### src/rtl/uvs_pkg.sv
`default_nettype none
package uvs_pkg;

  // field widths
  localparam int CntW     = 13;
  localparam int RadW     = 16;
  localparam int TexW     = 17;
  localparam int PosW     = 17;
  localparam int NormW    = 16;

  // divider chain: one integer bit then one fraction bit per cell
  localparam int DivSteps = 33;
  localparam int QuoW     = DivSteps + 1;
  localparam int RemW     = 13;

  // cordic datapath, Q2.30 vectors and binary angles
  localparam int CorW     = 32;
  localparam int AngW     = 33;
  localparam logic signed [CorW-1:0] CordicGain = 32'sd652032874;
  localparam logic signed [AngW-1:0] QuarterTurn = 33'sd1073741824;

  // configuration register indexes
  localparam logic [1:0] CfgRadius  = 2'd0;
  localparam logic [1:0] CfgSectors = 2'd1;
  localparam logic [1:0] CfgStacks  = 2'd2;

  typedef struct packed {
    logic [RemW-1:0] rem;
    logic [QuoW-1:0] quo;
  } div_vec_t;

  typedef struct packed {
    logic signed [CorW-1:0] x;
    logic signed [CorW-1:0] y;
    logic signed [AngW-1:0] z;
  } cordic_vec_t;

  // arctan(2^-k) in binary-angle units
  function automatic logic signed [AngW-1:0] atan_turn(input int unsigned k);
    case (k)
      0:       return 33'sd536870912;
      1:       return 33'sd316933406;
      2:       return 33'sd167458907;
      3:       return 33'sd85004756;
      4:       return 33'sd42667331;
      5:       return 33'sd21354465;
      6:       return 33'sd10679838;
      7:       return 33'sd5340245;
      8:       return 33'sd2670163;
      9:       return 33'sd1335087;
      10:      return 33'sd667544;
      11:      return 33'sd333772;
      12:      return 33'sd166886;
      13:      return 33'sd83443;
      14:      return 33'sd41722;
      15:      return 33'sd20861;
      16:      return 33'sd10430;
      17:      return 33'sd5215;
      18:      return 33'sd2608;
      19:      return 33'sd1304;
      20:      return 33'sd652;
      21:      return 33'sd326;
      22:      return 33'sd163;
      23:      return 33'sd81;
      default: return '0;
    endcase
  endfunction

endpackage
`default_nettype wire

### src/rtl/uvs_cordic_cell.sv
`default_nettype none
module uvs_cordic_cell #(
  parameter int unsigned STAGE = 0
) (
  input  wire logic                 clk_i,
  input  wire logic                 en_i,
  input  wire uvs_pkg::cordic_vec_t vec_i,
  output uvs_pkg::cordic_vec_t      vec_o
);
  import uvs_pkg::*;

  localparam logic signed [AngW-1:0] Atan = atan_turn(STAGE);

  logic signed [CorW-1:0] dx;
  logic signed [CorW-1:0] dy;
  cordic_vec_t            vec_d;
  cordic_vec_t            vec_q;

  // rotate toward zero residual angle, floor shifts
  always_comb begin
    dx = vec_i.y >>> STAGE;
    dy = vec_i.x >>> STAGE;
    if (!vec_i.z[AngW-1]) begin
      vec_d.x = vec_i.x - dx;
      vec_d.y = vec_i.y + dy;
      vec_d.z = vec_i.z - Atan;
    end else begin
      vec_d.x = vec_i.x + dx;
      vec_d.y = vec_i.y - dy;
      vec_d.z = vec_i.z + Atan;
    end
  end

  always_ff @(posedge clk_i) begin
    if (en_i) begin
      vec_q <= vec_d;
    end
  end

  assign vec_o = vec_q;

endmodule
`default_nettype wire

### config.mk
export PLATFORM = sky130hd
export DESIGN_NAME = uvs_cordic_cell
export DESIGN_NICKNAME = d
export VERILOG_FILES = /design/src/rtl/uvs_pkg.sv /design/src/rtl/uvs_cordic_cell.sv
export SDC_FILE = /design/constraint.sdc
export NUM_CORES = 1
export LEC_CHECK = 0
export BUFFER_PORTS_ARGS = -buffer_cell sky130_fd_sc_hd__buf_2
export CORE_MARGIN = 8
export CORE_UTILIZATION = 55
export CTS_CLUSTER_DIAMETER = 80
export DETAILED_ROUTE_END_ITERATION = 10
export GPL_TIMING_DRIVEN = 1
export PLACE_DENSITY = 0.93
export SLEW_MARGIN = 20
export SYNTH_ARGS = -nofsm -noshare
export SYNTH_HDL_FRONTEND = slang
export SYNTH_SLANG_ARGS = --single-unit
### constraint.sdc
create_clock -name clk_i -period 6.9 [get_ports clk_i]
set_input_delay 1.38 -clock clk_i [delete_from_list [all_inputs] [get_ports clk_i]]
set_output_delay 1.38 -clock clk_i [all_outputs]
set_load 0.1 [all_outputs]
# [After elaboration in Yosys (flattened, before gate mapping)]
# Cells that the tools add are included.
[classes] n_addsub=5 n_mux=1
[ops] op="97-bit two-way mux" n=1
[ops] op="32-bit subtractor" n=2
[ops] op="33-bit by 31-bit adder with 33-bit output, second input constant" n=1
[ops] op="33-bit by 31-bit subtractor with 33-bit output, second input constant" n=1
[ops] op="32-bit adder" n=1
[word_totals] register_bits=97 wordCells=9 out_inout_bits=97 in_bits=99

# [Depth between registers and ports, before layout]
[logic_depth] ltp_word=2 depth_mapped=12 ltp_nobuf=12

# [Worst setup path after synthesis]
# Ideal clock, no wire load.
[synth_timing] kind="input -> register" start="in vec_i[35] in the netlist's numbering" end="reg vec_q, in the netlist vec_o[61], data pin" required_time_ns=6.631 stages=12 t_arrival_ns=3.673 slack_ns=2.957 path_buffers=1 cell_sequence="inv_1 ha_1 buf_6 nor2b_2 nor3_1 o41ai_4 a311oi_2 o21a_1 o41a_4 o211ai_2 a41oi_1 xor2_1"
[synth_lines] element="start, declared" line="uvs_cordic_cell.sv:7" source="input wire uvs_pkg::cordic_vec_t vec_i,"
[synth_lines] element="end signal, assigned" line="uvs_cordic_cell.sv:36" source="vec_q <= vec_d;"
[synth_lines] element="end, declared" line="uvs_cordic_cell.sv:17" source="cordic_vec_t vec_q;"

==> run summary <==
status -> finished, final reports clean
crit path DAT -> 4.43 ns
clk slew on worst S/H paths -> 0.07 ns
Async SR Flop Fraction -> 0
synth top area cells -> edfxtp_1, ha_1, a21oi_1, xnor2_1, inv_1
Initial Util -> 0.564
cts repair resizes -> 0
Reg area -> 2880 um^2
global-route wire length before repair -> 37500 um
total CTS buffers -> 9
Final nets -> 1255
Pwr Density -> 263 nW/um^2
EDFF count, synth -> 96
Req. time, crit path -> 6.97 ns
number of global-route vias before repair -> 7212
sequential share of power -> 0.310
die area -> 19100 um^2
post-synthesis cell count -> 891
row count -> 44
area growth from synthesis to layout -> 16.2%
worst-path fanout max -> 10
1st-pass router iterations -> 5
Die H -> 138 um
Syn Area/Cell -> 9.20 um^2
family with the most delay on the worst path -> compound AO/OA/AOI/OAI gates
Comb pwr share -> 0.492
final period utilization -> 0.632
Core ar. -> 14500 um^2
Clock Tree Buf Depth -> 2
Synth top area share -> 0.352
Hold Vio Cnt, Final -> 0
area of the mapped netlist -> 8200 um^2
Post-CTS Setup Bufs -> 0
cts hold-fix bufs -> 0
cell-internal power -> 1.29 mW
synthesis-stage register bit count -> 96
Peak VDD IR -> 0.167 mV
share of layout cells above drive strength 1 -> 0.214
GRT Util Overall -> 0.236
Via Count -> 7477
Starting DRT DRC Count -> 780
Fmax achieved -> 0.229 GHz
DRC violations left -> 0
largest net degree at the start of global routing -> 90
Main synth FF type -> edfxtp_1
Syn Nets -> 1090
HP Class -> in2reg
max-slew violation count -> 0
critical path's slowest cell -> or3_1
Critical Path Sink Type -> flip-flop
die width -> 138 um
total power -> 2.51 mW
I/O pins -> 196
max FFs per register -> 96
unrepaired setup endpoints after global routing -> false
crit start category -> input pin
Post-Route WL -> 23900 um
setup_tns -> 0 ns
Worst-Margin Slew -> 0.969 ns
yosys warns -> 0
CP dominant cell by count -> a21oi_1
drt wl/cell -> 19.2 um
root buffer cell -> clkbuf_16
max-cap viol count -> 0
Finish-stage setup viols -> 0
Yosys top cell by area -> edfxtp_1
Lkg Pwr -> 4.31 nW
I/O Buffers -> 195
Detail Placement HPWL -> 19100 um
FILL cells -> 1216
Vias/cell -> 6.01
Sw Share -> 0.484
H-Tree Depth -> 3
Crit path buffers/inverters -> 2
initial antenna violation count -> 0
Psw -> 1.21 mW
Synth cell types -> 64
CTS sink count -> 96
Clock power frac -> 0.198
Rel. slew slack -> 0.354
crit-path cells -> buf_2 > inv_1 > ha_1 > or3_1 > or3_1 > a21oi_1 > o211ai_1 > a21oi_1 > a31oi_1 > o211ai_2 > a21oi_1 > xor2_1
Setup Crit Path Kind -> in2reg
multi-input logic area -> 4760 um^2
most frequent cells in the layout -> buf_2, a21oi_1, ha_1, edfxtp_1, inv_1
most common cell after layout, fill and taps aside -> buf_2
Overflow after GRT -> 0
Placer Congestion -> 0.967
CTS tree -> done
fin crit period -> 4.36 ns
# diodes -> 0
post-synthesis sequential area ratio -> 0.352
Antenna Violating Nets Remaining -> 0
max incr delay on CP -> 0.49 ns
[cell families (layout without fill, tap and decap cells)]
logic type / after synthesis / in the layout / share of synthesized area
multiplexers: 11 / 11 / 0.0134
buffers and inverters: 138 / 307 / 0.0675
AO/OA/AOI/OAI: 297 / 297 / 0.237
AND/OR/NAND/NOR: 187 / 187 / 0.108
flip-flops: 96 / 96 / 0.352
adder cells (fa/ha/maj): 100 / 100 / 0.156
XOR/XNOR: 62 / 62 / 0.0662
[cells in the mapped netlist, types with 5 or more instances]
cell and n:
a21oi_1 108, edfxtp_1 96, ha_1 96, inv_1 90, nor2_1 66, o21ai_0 51
xnor2_1 48, nand2_1 40, clkbuf_1 26, o21bai_1 22, a21o_1 21, nor2b_1 15
nor3_1 14, xor2_1 14, mux2i_1 11, a211oi_1 10, buf_2 10, nand3_1 10
a31oi_1 8, nand2b_1 8, nand4_1 8, nor4_1 8, o211ai_1 8, o21a_1 8
o31ai_1 6, a2111oi_0 5, a211o_1 5, o31a_1 5
[worst paths after layout]
check | end | cells after the start | startpoint | slack [ns]
setup / recovery | vec_o[94] | 12 | vec_i[41] | 2.54
hold / removal | vec_o[6] | 1 | vec_i[6] | 1.22
[layout make-up]
class / count / share of cell area
multi-input cells: 657 / 0.500
flip-flops and latches: 96 / 0.303
repair buffers: 198 / 0.105
inverters: 94 / 0.0371
well taps: 184 / 0.0242
clock buffers: 9 / 0.0236
clock inverters: 6 / 0.00723
[routing by layer]
layer	track usage	up-vias	share of wire
met3	0.0527	38	0.096
li1	-	3513	-
met5	0	-	0
met2	0.358	419	0.44
met4	0.0721	0	0.019
met1	0.327	3507	0.44
[metrics by stage]
| step | worst slack, ns | utilization | hold slack [ns] | cells | area (um^2) |
|---|---|---|---|---|---|
| 2_1_floorplan | 2.96 | - | 1.48 | 891 | 8200 |
| 3_3_place_gp | 2.30 | 0.635 | 1.56 | 1229 | 9230 |
| 3_5_place_dp | 2.26 | 0.635 | 1.56 | 1229 | 9230 |
| 4_1_cts | 2.61 | 0.655 | 1.21 | 1244 | 9520 |
| 5_1_grt | 2.36 | 0.655 | 1.21 | 1244 | 9520 |
| 6_report | 2.54 | 0.655 | 1.22 | 1244 | 9520 |
[power groups by stage]
stage / clock, mW / sequential (mW) / combinational, mW
after floorplan: 0 / 1.38 / 0.383
after global placement: 0 / 0.784 / 1.21
after detailed placement: 0 / 0.790 / 1.22
after CTS: 0.502 / 0.778 / 1.22
after global routing: 0.523 / 0.783 / 1.29
final: 0.496 / 0.777 / 1.23
No activity file was read; power rests on OpenSTA's default activity.
