<file path="config.mk">
export PLATFORM = sky130hd
export DESIGN_NAME = uvs_div_cell
export DESIGN_NICKNAME = d
export VERILOG_FILES = /design/src/rtl/uvs_pkg.sv /design/src/rtl/uvs_div_cell.sv
export SDC_FILE = /design/constraint.sdc
export NUM_CORES = 1
export LEC_CHECK = 0
export ABC_AREA = 1
export BUFFER_PORTS_ARGS = -buffer_cell sky130_fd_sc_hd__buf_2
export CORE_UTILIZATION = 36
export CTS_BUF_LIST = sky130_fd_sc_hd__clkbuf_2
export CTS_CLUSTER_DIAMETER = 120
export DETAILED_ROUTE_END_ITERATION = 8
export HOLD_SLACK_MARGIN = 0.15
export PLACE_DENSITY_LB_ADDON = 0.08
export SYNTH_ARGS = -nofsm -noshare
export SYNTH_HDL_FRONTEND = slang
export SYNTH_SLANG_ARGS = --single-unit
</file>
<file path="constraint.sdc">
create_clock -name clk_i -period 2.22 [get_ports clk_i]
set_input_delay 0.444 -clock clk_i [delete_from_list [all_inputs] [get_ports clk_i]]
set_output_delay 0.444 -clock clk_i [all_outputs]
set_load 0.02 [all_outputs]
</file>
<file path="src/rtl/uvs_pkg.sv">
`default_nettype none
package uvs_pkg;

  // field widths
  localparam int CntW     = 13;
  localparam int RadW     = 16;
  localparam int TexW     = 17;
  localparam int PosW     = 17;
  localparam int NormW    = 16;

  // divider chain: one integer bit then one fraction bit per cell
  localparam int DivSteps = 33;
  localparam int QuoW     = DivSteps + 1;
  localparam int RemW     = 13;

  // cordic datapath, Q2.30 vectors and binary angles
  localparam int CorW     = 32;
  localparam int AngW     = 33;
  localparam logic signed [CorW-1:0] CordicGain = 32'sd652032874;
  localparam logic signed [AngW-1:0] QuarterTurn = 33'sd1073741824;

  // configuration register indexes
  localparam logic [1:0] CfgRadius  = 2'd0;
  localparam logic [1:0] CfgSectors = 2'd1;
  localparam logic [1:0] CfgStacks  = 2'd2;

  typedef struct packed {
    logic [RemW-1:0] rem;
    logic [QuoW-1:0] quo;
  } div_vec_t;

  typedef struct packed {
    logic signed [CorW-1:0] x;
    logic signed [CorW-1:0] y;
    logic signed [AngW-1:0] z;
  } cordic_vec_t;

  // arctan(2^-k) in binary-angle units
  function automatic logic signed [AngW-1:0] atan_turn(input int unsigned k);
    case (k)
      0:       return 33'sd536870912;
      1:       return 33'sd316933406;
      2:       return 33'sd167458907;
      3:       return 33'sd85004756;
      4:       return 33'sd42667331;
      5:       return 33'sd21354465;
      6:       return 33'sd10679838;
      7:       return 33'sd5340245;
      8:       return 33'sd2670163;
      9:       return 33'sd1335087;
      10:      return 33'sd667544;
      11:      return 33'sd333772;
      12:      return 33'sd166886;
      13:      return 33'sd83443;
      14:      return 33'sd41722;
      15:      return 33'sd20861;
      16:      return 33'sd10430;
      17:      return 33'sd5215;
      18:      return 33'sd2608;
      19:      return 33'sd1304;
      20:      return 33'sd652;
      21:      return 33'sd326;
      22:      return 33'sd163;
      23:      return 33'sd81;
      default: return '0;
    endcase
  endfunction

endpackage
`default_nettype wire

</file>
<file path="src/rtl/uvs_div_cell.sv">
`default_nettype none
module uvs_div_cell (
  input  wire logic                       clk_i,
  input  wire logic                       en_i,
  input  wire logic [uvs_pkg::RemW-1:0]   divisor_i,
  input  wire uvs_pkg::div_vec_t          vec_i,
  output uvs_pkg::div_vec_t               vec_o
);
  import uvs_pkg::*;

  logic [RemW:0]   dbl;
  logic [RemW:0]   diff;
  logic            ge;
  div_vec_t        vec_d;
  div_vec_t        vec_q;

  // one restoring step: double, compare, subtract
  always_comb begin
    dbl        = {vec_i.rem, 1'b0};
    ge         = dbl >= {1'b0, divisor_i};
    diff       = dbl - {1'b0, divisor_i};
    vec_d.rem  = ge ? diff[RemW-1:0] : dbl[RemW-1:0];
    vec_d.quo  = {vec_i.quo[QuoW-2:0], ge};
  end

  always_ff @(posedge clk_i) begin
    if (en_i) begin
      vec_q <= vec_d;
    end
  end

  assign vec_o = vec_q;

endmodule
`default_nettype wire

</file>
[After elaboration in Yosys (flattened, before gate mapping)]
Index checks and enable logic that the tools add are counted.
Word-level totals
  register bits after elaboration: 47
  input bits: 62
  output and inout port bits: 47
Operators by class
  add/sub/neg operators: 1
  magnitude comparators: 1
  muxes and demuxes: 1
Operator list (number)
  greater-or-equal comparator 14 x 13 -> 1 bit: 1
  2-to-1 mux 13 bit: 1
  subtractor 13 bit: 1

[Longest topological paths before layout]
Gate-level depths: netlist of run 1.
  depth after elaboration: 2
  depth in mapped cells: 12
  gate-level depth less buffers: 12

[Worst setup path after synthesis of run 1]
Ideal clock, no wire load.
  path type: input to register
  start: input port divisor_i[0] in the netlist's numbering
  end: register vec_q, in the netlist vec_o[35] (data pin)
  setup time: 253 ps
  arrival time: 1676 ps
  data required time: 1967 ps
  slack: 291 ps
  stages: 11
  buffers on the path: 1
  cell sequence: inv_1 > fa_1 > nand2_1 > nand2_1 > nand3_1 > nand2_2 > nand2_4 > nand3_4 > buf_6 > nand2_2 > o21ai_2
RTL lines
  from (decl): line uvs_div_cell.sv:5  | input wire logic [uvs_pkg::RemW-1:0] divisor_i,
  to (signal assigned): line uvs_div_cell.sv:28  | vec_q <= vec_d;
  to (decl): line uvs_div_cell.sv:15  | div_vec_t vec_q;

==> run summary, run 1 <==
Status = finished clean
Post-route ant nets = 0
Final setup viols = 0
Synth Cell Area = 2600 µm²
Initial antenna violation count = 0
Worst slew pin tran = 0.263 ns
Syn Inst Count = 260
Wire length per cell = 11.3 µm
Critical path class = input port to flop
# rows = 30
Fin. Hold Viols = 0
Setup TNS = 0 ns
Synth-to-layout area growth = 32.6%
Avg Synthesized Cell Area = 10.0 µm²
# IOs = 109
Synthesis-stage register bit count = 47
Element type at the critical path end = flop
Worst IR Drop VDD = 0.229 mV
# DRC = 0
Core ar. = 6910 µm²
H-tree levels = 2
N_diodes = 0
Power Density = 657 nW/µm²
Hpwl dp = 4.28 mm
Smallest setup slack after layout = 0.540 ns
RSZ-0062 raised after global routing = false
CTS tree = yes
First-pass GRT wire length = 8.37 mm
Worst setup SP type = input port
DRT Pass-1 Iters = 4
Clock Sinks = 47
Synth cell types = 22
Hold_ws = 0.199 ns
Overall Global Routing Usage = 14.4%
Crit path DAT = 1.87 ns
IO Port Bufs = 107
Vias in the first global route = 1909
Slowest-stage cell, CP = ha_1
Routed via count = 2087
Place WS = 0.0813 ns
Iter 0 DRT Violations = 52
Final period util = 75.7%
CP required = 2.41 ns
Drt total wl = 5.42 mm
Non-Filler Instances = 481
Chip width = 87.0 µm
Critical path, cell by cell = buf_2, inv_1, ha_1, nand2_2, inv_1, nand2_1, nand2_2, a21oi_4, nand3_4, buf_12, nand3_2, nand2_1
Vias per cell = 4.34
Slew Limit Fails = 0
MaxCap Viol Count = 0
Fmax = 0.595 GHz
Post-synthesis sequential area ratio = 54.2%
Min cycle time layout = 1.68 ns
Leakage = 1.78 nW
Die area = 7580 µm²
Largest net degree at the start of global routing = 48
Crit path largest cell delay = 0.36 ns
Root Buffer Master = clkbuf_2
CTS Buf Count = 5
Worst hold path class = input port to flop
Placed insts = 470
Syn. warnings = 0
Net count after synthesis = 336
Clk buf depth = 2
Chip Height = 87.0 µm
Gpl congestion = 0.847
Fin nets = 460
Crit Path Max Fanout = 10
CTS clk-pin slew, worst paths = 0.23 ns
Max reg flops = 47
Total global routing overflow = 0
Max-slew headroom = 82.5%
Starting density of the core = 37.7%
Post-layout util = 50.0%
Share of cells above drive strength 1 = 42.9%
[Yosys cell counts (all sizes together)]
| library cell | instances | share of area [%] |
|---|---|---|
| a21oi | 5 | 1.4 |
| buf | 3 | 1.1 |
| edfxtp | 47 | 54 |
| fa | 1 | 0.77 |
| ha | 13 | 6.2 |
| inv | 56 | 8.1 |
| nand2 | 80 | 13 |
| nand3 | 19 | 4.9 |
| nand4 | 11 | 3.2 |
| nor2 | 13 | 3.0 |
| o21ai | 7 | 2.4 |
| xor2 | 5 | 1.7 |
[per-stage QoR]
stage               total power [mW]  instance area [µm²]
floorplan                       1.51                 2600
global placement                1.72                 3330
detailed placement              1.72                 3330
CTS                             2.30                 3420
global route                    2.39                 3450
finish                          2.27                 3450
[cells by family (layout without fill, tap and decap cells)]
kind of cell	Yosys count	in the layout	share of synthesized area [%]
and+or+nand+nor	123	123	24.2
buffers and inverters	59	184	9.13
DFF	47	47	54.2
adders and majority gates	14	14	7.02
AOI/OAI and AO/OA	12	12	3.75
xor gates and xnor gates	5	5	1.68
[power by group]
part	internal, mW	switching, mW	leakage (nW)	total (mW)
clock network	0.308	0.263	0.0532	0.571
registers	1.08	0.0149	0.460	1.09
logic	0.230	0.376	1.26	0.606
total	1.62	0.654	1.78	2.27
[path summary, 6_finish.rpt]
check	depth (start not counted)	endpoint	start	slack [ns]
min	1	vec_o[11]$_DFFE_PP_	vec_i[10]	0.20
max	12	vec_o[44]$_DFFE_PP_	divisor_i[9]	0.54
[layer usage]
metal	global-route usage (%)	wire [µm]
met5	0	0
met4	5.91	95
met3	3.13	410
met2	25.1	2500
met1	17.1	2410
[critical path: cells and delay by family]
family	cells	cell delay (ns)
compound gates	1	0.16
fa+ha+maj	1	0.36
buf+inv	4	0.35
simple gates	6	0.56
[timing repair]
item                      CTS  global route
hold buffers                0             3
gates resized for setup     0             0
setup buffers               0             0
hold endpoints to repair    0             3
[final cells by class]
cell class | instances | area [µm²]
Tap cell | 96 | 120
Inverter | 56 | 210
Multi-Input combinational cell | 154 | 955
Sequential cell | 47 | 1410
Clock buffer | 6 | 30.0
Fill cell | 717 | 3450
Timing Repair Buffer | 120 | 666
Clock inverter | 2 | 60.1
[placed cells by master, fill, tap and decap left out, drive strengths merged, types with 6 or more instances in the layout]
cell type | synthesis | layout
buf | 3 | 117
clkbuf | 0 | 6
edfxtp | 47 | 47
ha | 13 | 13
inv | 56 | 56
nand2 | 80 | 80
nand3 | 19 | 19
nand4 | 11 | 11
nor2 | 13 | 13
o21ai | 7 | 7
Note: power is estimated with default switching activity, not from simulation.
==> run 2, diff against run 1 <==
--- a/config.mk
+++ b/config.mk
@@ -5,7 +5,7 @@
 export SDC_FILE = /design/constraint.sdc
 export NUM_CORES = 1
 export LEC_CHECK = 0
-export ABC_AREA = 1
+export ABC_AREA = 0
 export BUFFER_PORTS_ARGS = -buffer_cell sky130_fd_sc_hd__buf_2
 export CORE_UTILIZATION = 36
 export CTS_BUF_LIST = sky130_fd_sc_hd__clkbuf_2
==> constraint.sdc (replaced) <==
create_clock -name clk_i -period 1.5 [get_ports clk_i]
set_input_delay 0.3 -clock clk_i [delete_from_list [all_inputs] [get_ports clk_i]]
set_output_delay 0.3 -clock clk_i [all_outputs]
set_load 0.02 [all_outputs]
==> run 2 against run 1 <==
Net effect: the flow now finishes with violations (negative setup slack); die area shrank 12%; total power grew 39%; final area grew 6.2%; global-route usage grew 1.9 points; sequential power grew 50%; highest routed layer unchanged.
==> run summary, run 2 <==
CTS clk-pin slew, worst paths = 0.21 ns (-0.02 ns)
Vias per cell = 4.53 (+4.5%)
Avg Synthesized Cell Area = 14.6 µm² (+45%)
Synth cell types = 32 (+45%)
CP Launch Point = divisor_i[0]
Drt total wl = 5.52 mm (+1.8%)
H-tree levels = 2 (unchanged)
CTS tree = yes
Die area = 6670 µm² (-12%)
Placed Area = 3210 µm² (-3.6%)
Count leader, synth = edfxtp_1
MaxCap Viol Count = 0 (unchanged)
Status = finished, violations left
Violated checks = negative setup slack
Hpwl dp = 3.87 mm (-9.5%)
Largest net degree at the start of global routing = 48 (unchanged)
Hold_ws = 0.193 ns (-0.00548 ns)
Starting density of the core = 37.9% (+0.22 points)
Core ar. = 6030 µm² (-13%)
Worst IR Drop VDD = 0.432 mV (+89%)
Syn Inst Count = 157 (-40%)
Synth-to-layout area growth = 60.5%
Fillers = 516 (-28%)
Most frequent cells in the layout = buf_2, edfxtp_1, buf_4
Root Buffer Master = clkbuf_2
IO Port Bufs = 107 (unchanged)
Post-layout util = 60.8% (+11 points)
Synthesis-stage register bit count = 47 (unchanged)
Min cycle time layout = 1.80 ns
Fin nets = 418 (-9.1%)
Critical path class = input port to flop
Worst hold path class = input port to flop
Syn. warnings = 0 (unchanged)
# rows = 28 (-6.7%)
EDFF count, synth = 47 (unchanged)
Final setup viols = 12 (+12)
Pwr Total = 3.16 mW (+39%)
Overall Global Routing Usage = 16.3% (+1.9 points)
Wire length per cell = 13.2 µm (+17%)
Fin. Hold Viols = 0 (unchanged)
Chip width = 81.7 µm (-6.2%)
Post-synthesis sequential area ratio = 61.8% (+7.6 points)
Top cells by area, synth = edfxtp_1, ha_1, mux2_4
Final period util = 120%
Clk buf depth = 2 (unchanged)
Gpl congestion = 0.806 (-4.9%)
CTS Buf Count = 5 (unchanged)
Initial antenna violation count = 0 (unchanged)
Slew Limit Fails = 0 (unchanged)
# DRC = 0 (unchanged)
Synth async-reset ratio = 0% (unchanged)
Post-synth top flop = edfxtp_1
Crit path DAT = 2.10 ns (+0.23 ns)
Post-synth top area cell = edfxtp_1
Smallest setup slack after layout = -0.301 ns (-0.840 ns)
Synth Cell Area = 2280 µm² (-12%)
Element type at the critical path end = flop
Net count after synthesis = 233 (-31%)
Post-Layout Inst Area = 3670 µm² (+6.2%)
Chip Height = 81.7 µm (-6.2%)
# IOs = 109 (unchanged)
Total global routing overflow = 0 (unchanged)
DRT Pass-1 Iters = 4 (unchanged)
Max-slew headroom = 76.4% (-6.1 points)
Worst setup SP type = input port
First-pass GRT wire length = 8.12 mm (-3.0%)
Power Density = 862 nW/µm² (+31%)
CP required = 1.80 ns (-0.61 ns)
Post-synth top cells = edfxtp_1, ha_1, inv_1, a21oi_1, mux2_4
Clock Sinks = 47 (unchanged)
Worst slew pin tran = 0.354 ns (+0.0913 ns)
Leakage = 1.72 nW (-3.4%)
Crit Path Max Fanout = 4 (-6)
RSZ-0062 raised after global routing = true
N_diodes = 0 (unchanged)
Top-area cell type share of the netlist area = 61.8% (+7.6 points)
Vias in the first global route = 1825 (-4.4%)
Share of cells above drive strength 1 = 51.5% (+8.6 points)
Max reg flops = 47 (unchanged)
Iter 0 DRT Violations = 53 (+1.9%)
Routed via count = 1891 (-9.4%)
Commonest non-fill, non-tap cell in the layout = buf_2
Post-route ant nets = 0 (unchanged)
Hold_sp = vec_i[44]
Fmax = 0.555 GHz
[run 2: changes by cell type in the layout (fill, tap and decap cells not counted), sizes merged, moves of 10 or more]
cell / previous run / this run
nor2: 13 / 3
inv: 56 / 13
dlygate4sd3: 3 / 33
nand3: 19 / 7
nand2: 80 / 7
mux2: 0 / 12
nand4: 11 / 1
buf: 117 / 148
[run 2: through the flow]
| stage | worst slack, ns | cells | setup TNS [ns] |
|---|---|---|---|
| floorplan | -0.741 | 157 | -9.09 |
| global placement | -0.849 | 372 | -11.04 |
| detailed placement | -0.878 | 372 | -11.36 |
| CTS | -0.296 | 417 | -3.20 |
| global route | -0.356 | 417 | -3.86 |
| finish | -0.301 | 417 | -3.22 |
[run 2: kinds of logic after synthesis]
logic type	Yosys count	share of synthesized area, %
AOI/OAI and AO/OA	31	9.09
xor gates and xnor gates	10	3.83
adders and majority gates	14	8.00
buffers and inverters	17	3.12
DFF	47	61.8
muxes	15	8.71
and+or+nand+nor	23	5.48
[run 2: worst paths after layout]
path | end | slack (ns) | depth (start not counted)
hold / removal | vec_o[45]$_DFFE_PP_ | 0.19 | 2
setup / recovery | vec_o[46]$_DFFE_PP_ | -0.30 | 10
[run 2: final cells by class]
cell class / instances / area, µm² / share of cell area, %
Multi-Input combinational cell: 94 / 863 / 23.5
Clock inverter: 2 / 8.76 / 0.239
Timing Repair Buffer: 181 / 1210 / 33.0
Sequential cell: 47 / 1410 / 38.5
Inverter: 13 / 53.8 / 1.47
Clock buffer: 5 / 25.0 / 0.683
Tap cell: 75 / 93.8 / 2.56
[run 2: routing by layer]
layer | wire length [µm] | up-vias | track usage [%]
li1 | - | 960 | -
met1 | 2240 | 847 | 18.5
met4 | 95 | 0 | 5.96
met3 | 355 | 10 | 3.22
met2 | 2820 | 74 | 30.0
met5 | 0 | - | 0
[run 2: worst max-delay path, cell delays in order]
cell and delay (ns):
buf_8 0.08, inv_4 0.03, fa_2 0.38, a21o_1 0.20
a221oi_4 0.28, buf_6 0.16, buf_6 0.09, o31ai_1 0.05
a311oi_1 0.31, mux2_4 0.21
[run 2: timing repair]
action	4_1_cts	5_1_grt
gates resized for setup	7	5
cloned	1	0
endpoints found under the hold margin	33	0
endpoints found under the setup margin	13	13
hold buffers	33	0
buffers inserted	4	0
pin swaps	5	1
[run 2: power breakdown]
part           leakage, nW  internal (mW)  total, mW  switching [mW]
Combinational         1.23          0.533       1.05           0.519
Clock               0.0262         0.0987      0.478           0.379
Sequential           0.460           1.60       1.63          0.0296
Total                 1.72           2.23       3.16           0.928
==> run 3, diff against run 2 <==
--- a/config.mk
+++ b/config.mk
@@ -7,12 +7,14 @@
 export LEC_CHECK = 0
 export ABC_AREA = 0
 export BUFFER_PORTS_ARGS = -buffer_cell sky130_fd_sc_hd__buf_2
+export CORE_MARGIN = 4
 export CORE_UTILIZATION = 36
 export CTS_BUF_LIST = sky130_fd_sc_hd__clkbuf_2
 export CTS_CLUSTER_DIAMETER = 120
 export DETAILED_ROUTE_END_ITERATION = 8
 export HOLD_SLACK_MARGIN = 0.15
 export PLACE_DENSITY_LB_ADDON = 0.08
+export SKIP_LAST_GASP = 1
 export SYNTH_ARGS = -nofsm -noshare
 export SYNTH_HDL_FRONTEND = slang
 export SYNTH_SLANG_ARGS = --single-unit
==> run 3 against run 2 <==
Net effect: the run still ends with negative setup slack left; critical endpoint is now vec_o[41]$_DFFE_PP_; combinational power barely moved; critical path type unchanged; die area increased by 15%; critical path depth fell by 2.
==> run summary, run 3 (synthesis gave the netlist of run 2 again) <==
Power Density = 895 nW/µm² (+3.7%)
Element type at the critical path end = flop
First-pass GRT wire length = 8.63 mm (+6.2%)
N_diodes = 0 (unchanged)
Worst IR Drop VDD = 0.508 mV (+18%)
Gpl congestion = 0.738 (-8.5%)
Fillers = 503 (-2.5%)
Fin nets = 420 (+0.48%)
Status = finished, violations left
Worst Hold End = vec_o[37]$_DFFE_PP_
Routed via count = 1888 (-0.16%)
# IOs = 109 (unchanged)
CTS clk-pin slew, worst paths = 0.23 ns (+0.02 ns)
Crit path largest cell delay = 0.37 ns (about the same)
Post-Layout Inst Area = 3720 µm² (+1.4%)
Starting density of the core = 37.9% (unchanged)
Die area = 7690 µm² (+15%)
Smallest setup slack after layout = -0.338 ns (-0.0371 ns)
Total global routing overflow = 0 (unchanged)
DRT Pass-1 Iters = 4 (unchanged)
Hold_ws = 0.205 ns (+0.0116 ns)
Worst hold path class = input port to flop
Initial antenna violation count = 0 (unchanged)
CTS tree = yes
Vias per cell = 4.50 (-0.87%)
Worst slew pin tran = 0.471 ns (+0.116 ns)
# DRC = 0 (unchanged)
Final setup viols = 13 (+1)
Iter 0 DRT Violations = 48 (-9.4%)
Critical path, cell by cell = buf_8, inv_6, fa_2, a21o_1, a221oi_4, a211o_4, nand3_4, mux2_4
Root Buffer Master = clkbuf_2
Place WS = -0.871 ns (+0.00712 ns)
Slowest-stage cell, CP = fa_2
Final period util = 123% (+2.5 points)
Max reg flops = 47 (unchanged)
Post-route ant nets = 0 (unchanged)
Hold_sp = vec_i[36]
Fin. Hold Viols = 0 (unchanged)
MaxCap Viol Count = 0 (unchanged)
Chip Height = 87.7 µm (+7.3%)
Most frequent cells in the layout = buf_2, edfxtp_1, buf_4
Crit Path Max Fanout = 7 (+3)
Violated checks = negative setup slack
Worst setup SP type = input port
Drt total wl = 5.69 mm (+3.2%)
Leakage = 1.74 nW (+1.3%)
Core ar. = 6030 µm² (unchanged)
Placed Area = 3240 µm² (+0.86%)
# rows = 28 (unchanged)
Clock Sinks = 47 (unchanged)
Min cycle time layout = 1.84 ns (+0.0371 ns)
RSZ-0062 raised after global routing = true
Worst Hold Depth = 2 (unchanged)
Overall Global Routing Usage = 14.6% (-1.7 points)
Post-layout util = 61.7% (+0.85 points)
Vias in the first global route = 1921 (+5.3%)
CP required = 1.66 ns (-0.14 ns)
Share of cells above drive strength 1 = 51.6% (+0.13 points)
H-tree levels = 2 (unchanged)
Hpwl dp = 4.23 mm (+9.2%)
Critical path class = input port to flop
Fmax = 0.544 GHz (-2.0%)
Chip width = 87.7 µm (+7.3%)
IO Port Bufs = 107 (unchanged)
Synth-to-layout area growth = 62.7%
Max-slew headroom = 68.5% (-7.9 points)
Crit path DAT = 2.00 ns (-0.10 ns)
Wire length per cell = 13.6 µm (+2.5%)
Largest net degree at the start of global routing = 22 (-54%)
Clk buf depth = 2 (unchanged)
Setup TNS = -3.72 ns (-0.500 ns)
Slew Limit Fails = 0 (unchanged)
Commonest non-fill, non-tap cell in the layout = buf_2
CTS Buf Count = 5 (unchanged)
run 3: how the worst max path moves through the flow:
stage,startpoint,to,slack (ns)
final,divisor_i[0],vec_o[41]$_DFFE_PP_,-0.34
after floorplan,vec_i[34],vec_o[37]$_DFFE_PP_,-0.74
after CTS,divisor_i[0],vec_o[41]$_DFFE_PP_,-0.30
after global placement,vec_i[34],vec_o[43]$_DFFE_PP_,-0.84
after global routing,divisor_i[0],vec_o[44]$_DFFE_PP_,-0.37
after detailed placement,vec_i[34],vec_o[44]$_DFFE_PP_,-0.87
run 3: worst max-delay path, delay by kind of cell:
kind,cells,cell delay [ns]
buffers and inverters,2,0.11
adder cells (fa/ha/maj),1,0.37
AO/OA/AOI/OAI,3,0.68
AND/OR/NAND/NOR,1,0.17
multiplexers,1,0.36
run 3: final cells by class:
| type | instances | area (µm²) | area share (%) |
|---|---|---|---|
| well taps | 75 | 93.8 | 2.52 |
| flip-flops and latches | 47 | 1410 | 38.0 |
| inverters | 13 | 56.3 | 1.51 |
| clock inverters | 3 | 38.8 | 1.04 |
| multi-input cells | 94 | 858 | 23.1 |
| repair buffers | 183 | 1230 | 33.2 |
| clock buffers | 5 | 25.0 | 0.673 |
run 3: timing repair:
action                                 in CTS  in global routing
setup endpoints to repair                  13                 13
buffers inserted                            3                  2
gates cloned                                1                  0
endpoints found under the hold margin      33                  0
resized for setup                           8                  3
hold buffers                               33                  0
pin swaps                                   6                  0
run 3: metrics by stage:
step                power, mW  instances
floorplan                2.21        157
global placement         2.61        374
detailed placement       2.62        374
CTS                      3.35        419
global route             3.49        420
finish                   3.33        420
run 3: routing by layer:
layer	track usage, %	part of all wire (%)	vias to the layer above
met5	0	0	-
met4	5.16	1.6	0
met3	2.73	7.8	6
met2	26.1	49	75
met1	17.5	41	845
li1	-	-	962
run 3: power by group:
part           total [mW]  switching [mW]  internal (mW)  leakage, nW
logic                1.05           0.518          0.528         1.24
clock network       0.648           0.373          0.275       0.0404
registers            1.63          0.0292           1.60        0.460
